`config.mk`:
```
export PLATFORM = sky130hd
export DESIGN_NAME = transaction_journal_table_flat
export DESIGN_NICKNAME = d
export VERILOG_FILES = /design/src/rtl/txj_pkg.sv /design/src/rtl/txj_if.sv /design/src/rtl/transaction_journal_table.sv /design/src/rtl/txj_ram.sv /design/src/flat_wrapper.sv
export SDC_FILE = /design/constraint.sdc
export NUM_CORES = 2
export LEC_CHECK = 0
export BUFFER_PORTS_ARGS = -buffer_cell sky130_fd_sc_hd__buf_2
export CAP_MARGIN = 15
export CORE_MARGIN = 3
export CORE_UTILIZATION = 64
export CTS_BUF_LIST = sky130_fd_sc_hd__clkbuf_4 sky130_fd_sc_hd__clkbuf_8
export CTS_CLUSTER_DIAMETER = 80
export DETAILED_ROUTE_END_ITERATION = 12
export PLACE_DENSITY = 0.81
export SLEW_MARGIN = 20
export SYNTH_ARGS = -nofsm -noshare
export SYNTH_HDL_FRONTEND = slang
export SYNTH_SLANG_ARGS = --single-unit
```
`constraint.sdc`:
```
create_clock -name clock -period 13.5 [get_ports clock]
set_input_delay 2.7 -clock clock [delete_from_list [all_inputs] [get_ports clock]]
set_output_delay 2.7 -clock clock [all_outputs]
set_load 0.01 [all_outputs]
```
`src/rtl/txj_pkg.sv`:
```
// Shared constants, codes and types of the transaction journal table.
package txj_pkg;

   localparam int SLOT_COUNT = 16;
   localparam int LOG_DEPTH  = 8;

   localparam int CMD_W   = 3;
   localparam int ID_W    = 64;
   localparam int VALUE_W = 64;
   localparam int STAT_W  = 2;
   localparam int TOTAL_W = 5;

   localparam int SLOT_W  = (SLOT_COUNT > 1) ? $clog2(SLOT_COUNT) : 1;
   localparam int FILL_W  = $clog2(LOG_DEPTH + 1);
   localparam int LOG_ENTRIES = SLOT_COUNT * LOG_DEPTH;
   localparam int LOG_AW  = (LOG_ENTRIES > 1) ? $clog2(LOG_ENTRIES) : 1;

   localparam logic [CMD_W-1:0] CMD_BEGIN  = 3'd0;
   localparam logic [CMD_W-1:0] CMD_APPEND = 3'd1;
   localparam logic [CMD_W-1:0] CMD_COMMIT = 3'd2;
   localparam logic [CMD_W-1:0] CMD_ABORT  = 3'd3;
   localparam logic [CMD_W-1:0] CMD_REPLAY = 3'd4;
   localparam logic [CMD_W-1:0] CMD_INIT   = 3'd5;

   localparam logic [1:0] SLOT_FREE      = 2'd0;
   localparam logic [1:0] SLOT_ACTIVE    = 2'd1;
   localparam logic [1:0] SLOT_COMMITTED = 2'd2;
   localparam logic [1:0] SLOT_ABORTED   = 2'd3;

   localparam logic [STAT_W-1:0] RES_OK     = 2'd0;
   localparam logic [STAT_W-1:0] RES_REJECT = 2'd1;
   localparam logic [STAT_W-1:0] RES_FULL   = 2'd2;

   localparam logic [TOTAL_W-1:0] TOTAL_MAX = '1;

   typedef struct packed {
      logic [ID_W-1:0]   ident;
      logic [1:0]        status;
      logic [FILL_W-1:0] fill;
   } slot_entry_type;

   localparam int SLOT_ENTRY_W = $bits(slot_entry_type);

endpackage

```
`src/rtl/txj_if.sv`:
```
// Valid/ready channel interfaces for command and response beats.
interface txj_req_if;
   logic                            valid;
   logic                            ready;
   logic [txj_pkg::CMD_W-1:0]       cmd;
   logic [txj_pkg::ID_W-1:0]        tx_id;
   logic [txj_pkg::VALUE_W-1:0]     value;

   modport source (output valid, output cmd, output tx_id, output value, input ready);
   modport sink   (input valid, input cmd, input tx_id, input value, output ready);
endinterface

interface txj_rsp_if;
   logic                            valid;
   logic                            ready;
   logic [txj_pkg::STAT_W-1:0]      status;
   logic [txj_pkg::ID_W-1:0]        issued_tx;
   logic [txj_pkg::TOTAL_W-1:0]     commit_total;

   modport source (output valid, output status, output issued_tx, output commit_total,
                   input ready);
   modport sink   (input valid, input status, input issued_tx, input commit_total,
                   output ready);
endinterface

```
`src/rtl/transaction_journal_table.sv`:
```
// Transaction journal table: slot table and value log with a scanning sequencer.
//
// Usage:
//   req_chan carries one command beat (cmd, tx_id, value); rsp_chan returns
//   exactly one response beat (status, issued_tx, commit_total) per command.
//   Both channels transfer a beat when valid and ready are high at a clock edge.
//   Commands are handled one at a time; req_chan.ready is high only while the
//   sequencer is idle, and a finished response may still wait in the output
//   register while the next command is accepted.
//   Init, unknown commands and begin/replay before init go straight from the
//   idle state to the done state. Begin, append, commit and abort scan the slot
//   table from slot 0 and stop at the first hit; replay visits every slot. The
//   scan is paced by the slot table memory, which returns one slot per cycle.
//   Reset: synchronous, active high; the table reads as all free, counters are
//   zero and the ready flag is clear until an init command is given.
//   Stall: if rsp_chan.ready is low the response holds in the output register;
//   a following command that finishes meanwhile waits in its done state.
module transaction_journal_table (
   input  logic      clock,
   input  logic      reset,
   txj_req_if.sink   req_chan,
   txj_rsp_if.source rsp_chan
);
   import txj_pkg::*;

   localparam logic [1:0] ST_IDLE = 2'd0;
   localparam logic [1:0] ST_SCAN = 2'd1;
   localparam logic [1:0] ST_DONE = 2'd2;

   logic [1:0]            state_ff, state_in;
   logic [SLOT_W-1:0]     idx_ff, idx_in;
   logic [CMD_W-1:0]      cmd_ff, cmd_in;
   logic [ID_W-1:0]       id_ff, id_in;
   logic [VALUE_W-1:0]    val_ff, val_in;
   logic                  ready_flag_ff, ready_flag_in;
   logic [ID_W-1:0]       counter_ff, counter_in;
   logic [TOTAL_W-1:0]    commit_ff, commit_in;
   logic [SLOT_COUNT-1:0] valid_ff, valid_in;
   logic [STAT_W-1:0]     res_status_ff, res_status_in;
   logic [ID_W-1:0]       res_issued_ff, res_issued_in;
   logic [TOTAL_W-1:0]    res_total_ff, res_total_in;
   logic                  rsp_valid_ff, rsp_valid_in;
   logic [STAT_W-1:0]     rsp_status_ff, rsp_status_in;
   logic [ID_W-1:0]       rsp_issued_ff, rsp_issued_in;
   logic [TOTAL_W-1:0]    rsp_total_ff, rsp_total_in;

   slot_entry_type        slot_rd_raw, slot_rd, slot_wr;
   logic                  slot_we;
   logic [SLOT_W-1:0]     slot_rd_addr;
   logic                  log_we;
   logic [LOG_AW-1:0]     log_addr;
   logic [VALUE_W-1:0]    log_rd_data;
   logic                  last_slot;
   logic [ID_W-1:0]       next_id;
   logic                  accept;
   logic                  out_free;

   assign accept    = req_chan.valid && req_chan.ready;
   assign out_free  = !rsp_valid_ff || rsp_chan.ready;
   assign last_slot = (idx_ff == SLOT_W'(SLOT_COUNT - 1));
   assign next_id   = counter_ff + 1'b1;
   assign log_addr  = LOG_AW'(LOG_AW'(idx_ff) * LOG_AW'(LOG_DEPTH)) + LOG_AW'(slot_rd.fill);

   always_comb begin
      slot_rd = slot_rd_raw;
      if (!valid_ff[idx_ff]) begin
         slot_rd = '0;
      end
   end

   always_comb begin
      if (state_ff == ST_SCAN && !last_slot) begin
         slot_rd_addr = idx_ff + 1'b1;
      end else begin
         slot_rd_addr = '0;
      end
   end

   always_comb begin
      state_in      = state_ff;
      idx_in        = idx_ff;
      cmd_in        = cmd_ff;
      id_in         = id_ff;
      val_in        = val_ff;
      ready_flag_in = ready_flag_ff;
      counter_in    = counter_ff;
      commit_in     = commit_ff;
      valid_in      = valid_ff;
      res_status_in = res_status_ff;
      res_issued_in = res_issued_ff;
      res_total_in  = res_total_ff;
      rsp_valid_in  = rsp_valid_ff;
      rsp_status_in = rsp_status_ff;
      rsp_issued_in = rsp_issued_ff;
      rsp_total_in  = rsp_total_ff;
      slot_we       = 1'b0;
      slot_wr       = slot_rd;
      log_we        = 1'b0;

      if (rsp_valid_ff && rsp_chan.ready) begin
         rsp_valid_in = 1'b0;
      end

      case (state_ff)
         ST_IDLE: begin
            if (accept) begin
               cmd_in        = req_chan.cmd;
               id_in         = req_chan.tx_id;
               val_in        = req_chan.value;
               idx_in        = '0;
               res_status_in = RES_REJECT;
               res_issued_in = '0;
               res_total_in  = '0;
               case (req_chan.cmd) inside
                  CMD_BEGIN, CMD_REPLAY: begin
                     state_in = ready_flag_ff ? ST_SCAN : ST_DONE;
                  end
                  CMD_APPEND, CMD_COMMIT, CMD_ABORT: begin
                     state_in = ST_SCAN;
                  end
                  CMD_INIT: begin
                     ready_flag_in = 1'b1;
                     counter_in    = '0;
                     commit_in     = '0;
                     valid_in      = '0;
                     res_status_in = RES_OK;
                     state_in      = ST_DONE;
                  end
                  default: begin
                     state_in = ST_DONE;
                  end
               endcase
            end
         end
         ST_SCAN: begin
            case (cmd_ff) inside
               CMD_BEGIN: begin
                  if (slot_rd.status == SLOT_FREE) begin
                     slot_we        = 1'b1;
                     slot_wr.ident  = next_id;
                     slot_wr.status = SLOT_ACTIVE;
                     slot_wr.fill   = '0;
                     counter_in     = next_id;
                     res_status_in  = RES_OK;
                     res_issued_in  = next_id;
                     state_in       = ST_DONE;
                  end else if (last_slot) begin
                     state_in = ST_DONE;
                  end else begin
                     idx_in = idx_ff + 1'b1;
                  end
               end
               CMD_APPEND, CMD_COMMIT, CMD_ABORT: begin
                  if (slot_rd.status != SLOT_FREE && slot_rd.ident == id_ff) begin
                     state_in = ST_DONE;
                     if (slot_rd.status == SLOT_ACTIVE) begin
                        if (cmd_ff == CMD_APPEND) begin
                           if (slot_rd.fill >= FILL_W'(LOG_DEPTH)) begin
                              res_status_in = RES_FULL;
                           end else begin
                              log_we        = 1'b1;
                              slot_we       = 1'b1;
                              slot_wr.fill  = slot_rd.fill + 1'b1;
                              res_status_in = RES_OK;
                           end
                        end else if (cmd_ff == CMD_COMMIT) begin
                           slot_we        = 1'b1;
                           slot_wr.status = SLOT_COMMITTED;
                           if (commit_ff != TOTAL_MAX) begin
                              commit_in = commit_ff + 1'b1;
                           end
                           res_status_in = RES_OK;
                        end else begin
                           slot_we        = 1'b1;
                           slot_wr.status = SLOT_ABORTED;
                           res_status_in  = RES_OK;
                        end
                     end
                  end else if (last_slot) begin
                     state_in = ST_DONE;
                  end else begin
                     idx_in = idx_ff + 1'b1;
                  end
               end
               CMD_REPLAY: begin
                  if (slot_rd.status == SLOT_COMMITTED || slot_rd.status == SLOT_ABORTED) begin
                     slot_we        = 1'b1;
                     slot_wr.status = SLOT_FREE;
                     slot_wr.ident  = '0;
                  end
                  if (last_slot) begin
                     res_status_in = RES_OK;
                     res_total_in  = commit_ff;
                     commit_in     = '0;
                     state_in      = ST_DONE;
                  end else begin
                     idx_in = idx_ff + 1'b1;
                  end
               end
               default: begin
                  state_in = ST_DONE;
               end
            endcase
         end
         ST_DONE: begin
            if (out_free) begin
               rsp_valid_in  = 1'b1;
               rsp_status_in = res_status_ff;
               rsp_issued_in = res_issued_ff;
               rsp_total_in  = res_total_ff;
               state_in      = ST_IDLE;
            end
         end
         default: begin
            state_in = ST_IDLE;
         end
      endcase

      if (slot_we) begin
         valid_in[idx_ff] = 1'b1;
      end
   end

   always_ff @(posedge clock) begin
      if (reset) begin
         state_ff      <= ST_IDLE;
         ready_flag_ff <= 1'b0;
         counter_ff    <= '0;
         commit_ff     <= '0;
         valid_ff      <= '0;
         rsp_valid_ff  <= 1'b0;
      end else begin
         state_ff      <= state_in;
         ready_flag_ff <= ready_flag_in;
         counter_ff    <= counter_in;
         commit_ff     <= commit_in;
         valid_ff      <= valid_in;
         rsp_valid_ff  <= rsp_valid_in;
      end
      idx_ff        <= idx_in;
      cmd_ff        <= cmd_in;
      id_ff         <= id_in;
      val_ff        <= val_in;
      res_status_ff <= res_status_in;
      res_issued_ff <= res_issued_in;
      res_total_ff  <= res_total_in;
      rsp_status_ff <= rsp_status_in;
      rsp_issued_ff <= rsp_issued_in;
      rsp_total_ff  <= rsp_total_in;
   end

   txj_ram #(
      .WIDTH (SLOT_ENTRY_W),
      .DEPTH (SLOT_COUNT)
   ) u_slot_ram (
      .clock   (clock),
      .wr_en   (slot_we),
      .wr_addr (idx_ff),
      .wr_data (slot_wr),
      .rd_addr (slot_rd_addr),
      .rd_data (slot_rd_raw)
   );

   txj_ram #(
      .WIDTH (VALUE_W),
      .DEPTH (LOG_ENTRIES)
   ) u_log_ram (
      .clock   (clock),
      .wr_en   (log_we),
      .wr_addr (log_addr),
      .wr_data (val_ff),
      .rd_addr (log_addr),
      .rd_data (log_rd_data)
   );

   assign req_chan.ready        = (state_ff == ST_IDLE);
   assign rsp_chan.valid        = rsp_valid_ff;
   assign rsp_chan.status       = rsp_status_ff;
   assign rsp_chan.issued_tx    = rsp_issued_ff;
   assign rsp_chan.commit_total = rsp_total_ff;

endmodule

```
`src/rtl/txj_ram.sv`:
```
// Generic single-write, single-read RAM with registered read data.
module txj_ram #(
   parameter int WIDTH = 8,
   parameter int DEPTH = 16
) (
   input  logic                                       clock,
   input  logic                                       wr_en,
   input  logic [((DEPTH > 1) ? $clog2(DEPTH) : 1)-1:0] wr_addr,
   input  logic [WIDTH-1:0]                           wr_data,
   input  logic [((DEPTH > 1) ? $clog2(DEPTH) : 1)-1:0] rd_addr,
   output logic [WIDTH-1:0]                           rd_data
);

   logic [WIDTH-1:0] mem_ff [DEPTH];
   logic [WIDTH-1:0] rd_data_ff;

   always_ff @(posedge clock) begin
      if (wr_en) begin
         mem_ff[wr_addr] <= wr_data;
      end
      rd_data_ff <= mem_ff[rd_addr];
   end

   assign rd_data = rd_data_ff;

endmodule

```
`src/flat_wrapper.sv`:
```
// flat-port wrapper written by rule: the top's interface ports become plain ports
module transaction_journal_table_flat import txj_pkg::*;
  (clock, reset, req_chan_valid, req_chan_cmd, req_chan_tx_id, req_chan_value, req_chan_ready, rsp_chan_valid, rsp_chan_status, rsp_chan_issued_tx, rsp_chan_commit_total, rsp_chan_ready);
  txj_req_if req_chan_i ();
  txj_rsp_if rsp_chan_i ();
  input  logic clock;
  input  logic reset;
  input wire logic [$bits(req_chan_i.valid)-1:0] req_chan_valid;
  input wire logic [$bits(req_chan_i.cmd)-1:0] req_chan_cmd;
  input wire logic [$bits(req_chan_i.tx_id)-1:0] req_chan_tx_id;
  input wire logic [$bits(req_chan_i.value)-1:0] req_chan_value;
  output wire logic [$bits(req_chan_i.ready)-1:0] req_chan_ready;
  output wire logic [$bits(rsp_chan_i.valid)-1:0] rsp_chan_valid;
  output wire logic [$bits(rsp_chan_i.status)-1:0] rsp_chan_status;
  output wire logic [$bits(rsp_chan_i.issued_tx)-1:0] rsp_chan_issued_tx;
  output wire logic [$bits(rsp_chan_i.commit_total)-1:0] rsp_chan_commit_total;
  input wire logic [$bits(rsp_chan_i.ready)-1:0] rsp_chan_ready;
  assign req_chan_i.valid = req_chan_valid;
  assign req_chan_i.cmd = req_chan_cmd;
  assign req_chan_i.tx_id = req_chan_tx_id;
  assign req_chan_i.value = req_chan_value;
  assign req_chan_ready = req_chan_i.ready;
  assign rsp_chan_valid = rsp_chan_i.valid;
  assign rsp_chan_status = rsp_chan_i.status;
  assign rsp_chan_issued_tx = rsp_chan_i.issued_tx;
  assign rsp_chan_commit_total = rsp_chan_i.commit_total;
  assign rsp_chan_i.ready = rsp_chan_ready;
  transaction_journal_table u_core (.clock(clock), .reset(reset), .req_chan(req_chan_i), .rsp_chan(rsp_chan_i));
endmodule
```
==> impl_metrics.yaml <==
setup_path:
  cp.required_ps: 13980
  cp_data_arrival_time_ps: 9110
  r2r-end: "u_core.u_slot_ram.mem_ff[3][45]"
  path_class: "flop to flop"
  critPathLaunchType: "flop"
  reg2reg_setup_slack_ps: 4870
  end_kind: "flop"
  critPathLaunch: "u_core.idx_ff[0]"
  r2r-start: "u_core.idx_ff[0]"
  worstRegToRegCells: 15
  crit_fanout: 41
min_path:
  hp-class: "flop to flop"
  min_from: "u_core.res_issued_ff[10]"
  hold_depth: 0
  holdPathEnd: "u_core.rsp_chan.issued_tx[10]"
global_route:
  grt_usage_pct: 31.72
  grt_pass1_vias: 35648
  grt_antenna_before_repair: 11
  grt_first_pass_wirelength_mm: 226.6
  grt_max_degree: 195
  overflow: 0
placed_design:
  dp_hpwl_mm: 90.13
  gp_routability_congestion: 0.9832
  portBuffers: 143
  place_area_um2: 61790
sta:
  setup_viol: 0
  timing_hold_violations_final: 0
  fin_crit_sh_pct: 63.89
  max_freq_mhz: 115.9
  rsz0062_at_grt: "false"
  fin_crit_ps: 8625
  setup_tns_ps: 0
  relSlewSlack_pct: 22.18
  drv_slew: 0
  finalClockSkew_ps: 60.00
  tightest_slew_ps: 1165
synthesis:
  synthArstFlopShare_pct: 0
  synth_fp_nets: 4148
  ys_types: 79
  synth-edff-count: 1333
  yosysSeqAreaShare_pct: 72.54
  syn_area_um2: 59570
  yosys_warnings: 0
  ys.flop_type: "edfxtp_1"
  syn_area_per_cell_um2: 14.87
  ys_ff_latch: 1492
  synth_cells: 4005
clocking:
  htreeDepth: 4
  clk_pin_slew_ps: 70
  post_cts_resize_count: 0
  cts_root_buf: "clkbuf_8"
  cts_made_buffers: 219
  clock-sinks: 1492
  postCtsSetupRepairBufs: 0
  clk_latency_ps: 910
  clock_path_buffers: 3
  holdBufCountCts: 0
  cts_tree: "yes"
power_and_ir_drop:
  leakagePower_uw: 0.02276
  power_frac_comb_pct: 7.4
  p_per_area_nw_per_um2: 146.4
  swShare_pct: 23.65
  seqPwrFrac_pct: 54.7
  peakVddDrop_mv: 0.09069
  power.total_uw: 9717
  p_int_uw: 7419
  p_sw_uw: 2298
  p_clk_share_pct: 37.9
layout:
  layout_common_cells: "edfxtp_1 (1333), nand2_1 (842), clkbuf_8 (244)"
  fin_nets: 4357
  layout_commonest_cell: "edfxtp_1"
  synthToLayoutAreaGrowth_pct: 11.42
  final_cell_area_um2: 66370
  drive_above_1_share_pct: 19.17
job:
  maxCapViolCount: 0
routing:
  dr.first_iter.drc_count: 5295
  dr.pass1.iters: 9
  wl_per_cell_um: 27.30
  vias: 37083
  ant_nets: 0
  vias_per_cell: 6.560
  drc_errors: 0
  wirelength_mm: 154.3
floorplanning:
  die_h_um: 311.1
  fp-row-count: 111
  fp.coreArea_um2: 91940
  die_w_um: 311.1
  start_util_pct: 64.79
  pin_count: 208
  dieArea_um2: 96770
run_status:
  status: "complete, no violations"
## cells in the mapped netlist (all sizes together), types with 21 or more instances
cell type  number  area (µm²)
mux4          200        4504
and3          160        1001
o32ai          27       236.5
a31oi         173        1082
nand3          46       235.2
a21oi         115       575.6
mux2i          25       250.2
nor2          173       651.9
nor3           34       175.2
o21ai          75       375.4
buf            41       193.9
nand4          41       271.5
xor2           43       376.6
inv            36       135.1
nand2         844        3168
clkbuf        194       728.2
a32oi          21       183.9
dfxtp         159        3183
xnor2          54       473.0
edfxtp       1333       40030
## power groups by stage
stage / logic, µW / clock network [µW] / registers (µW)
after floorplan: 482 / 0 / 5360
after global placement: 681 / 0 / 5400
after detailed placement: 704 / 0 / 5400
after CTS: 708 / 3720 / 5310
after global routing: 773 / 3920 / 5310
final: 721 / 3680 / 5310
## layer usage
| layer | track usage, % | routed length (µm) | vias up |
|---|---|---|---|
| met1 | 43.64 | 55540 | 18140 |
| li1 | - | - | 15761 |
| met3 | 9.337 | 21370 | 404 |
| met5 | 0 | 77 | - |
| met2 | 48.07 | 70930 | 2766 |
| met4 | 13.60 | 6393 | 12 |
## through the flow
stage,setup slack [ps],hold WS [ps],std cells,utilization (%)
after global routing,4416,404.7,5651,72.19
final,4875,408.9,5653,72.19
after CTS,4907,407.4,5649,72.15
after global placement,5061,401.2,5235,67.19
after floorplan,2469,400.3,4005,-
after detailed placement,4944,404.5,5235,67.20
## area by class of cell
cell class              count  area [µm²]
diodes                      3       7.507
clock buffers             332        4019
clock inverters            82       531.8
fillers                  5385       25570
inverters                  37       140.1
multi-input cells        2241       15570
flip-flops and latches   1492       43210
well taps                1243        1555
repair buffers            223        1341
## critical path, cell delays in order (launching register included)
cell	delay [ps]
edfxtp_1	400
buf_4	550
buf_4	750
mux2i_1	440
a21boi_2	90
buf_4	210
and3_1	340
nor2_2	280
buf_4	410
nor2_1	90
o32ai_1	370
and4b_1	820
nand4_4	860
a2111oi_4	1160
buf_4	590
buf_4	740
## flip-flops by register name (all words and copies together) (netlist names), 5 cells and up
signal                        count
u_core.id_ff                     64
u_core.counter_ff                64
u_core.u_slot_ram.mem_ff       1120
u_core.res_issued_ff             64
u_core.u_slot_ram.rd_data        70
u_core.res_total_ff               5
u_core.commit_ff                  5
u_core.rsp_chan.issued_tx        64
u_core.rsp_chan.commit_total      5
u_core.valid_ff                  16
## logic make-up (layout without fill, tap and decap cells)
logic type      after synthesis  in the layout  share of synthesized area (%)
compound gates              520            520                          5.745
xor+xnor                     97             97                          1.426
fa+ha+maj                     8              8                         0.1680
buf+inv                     272            674                          1.781
flops                      1492           1492                          72.54
mux                         226            226                          8.000
other cells                   0              3                              0
simple gates               1390           1390                          10.34
## worst max-delay path by stage
stage,end,cells past startpoint
6_report,u_core.u_slot_ram.mem_ff[3][45],15
5_1_grt,u_core.u_slot_ram.mem_ff[3][67],15
4_1_cts,u_core.u_slot_ram.mem_ff[3][6],15
3_5_place_dp,u_core.u_slot_ram.mem_ff[3][41],15
3_3_place_gp,u_core.u_slot_ram.mem_ff[3][45],15
2_1_floorplan,u_core.u_slot_ram.mem_ff[0][0],13
Note: power is estimated with default switching activity, not from simulation.
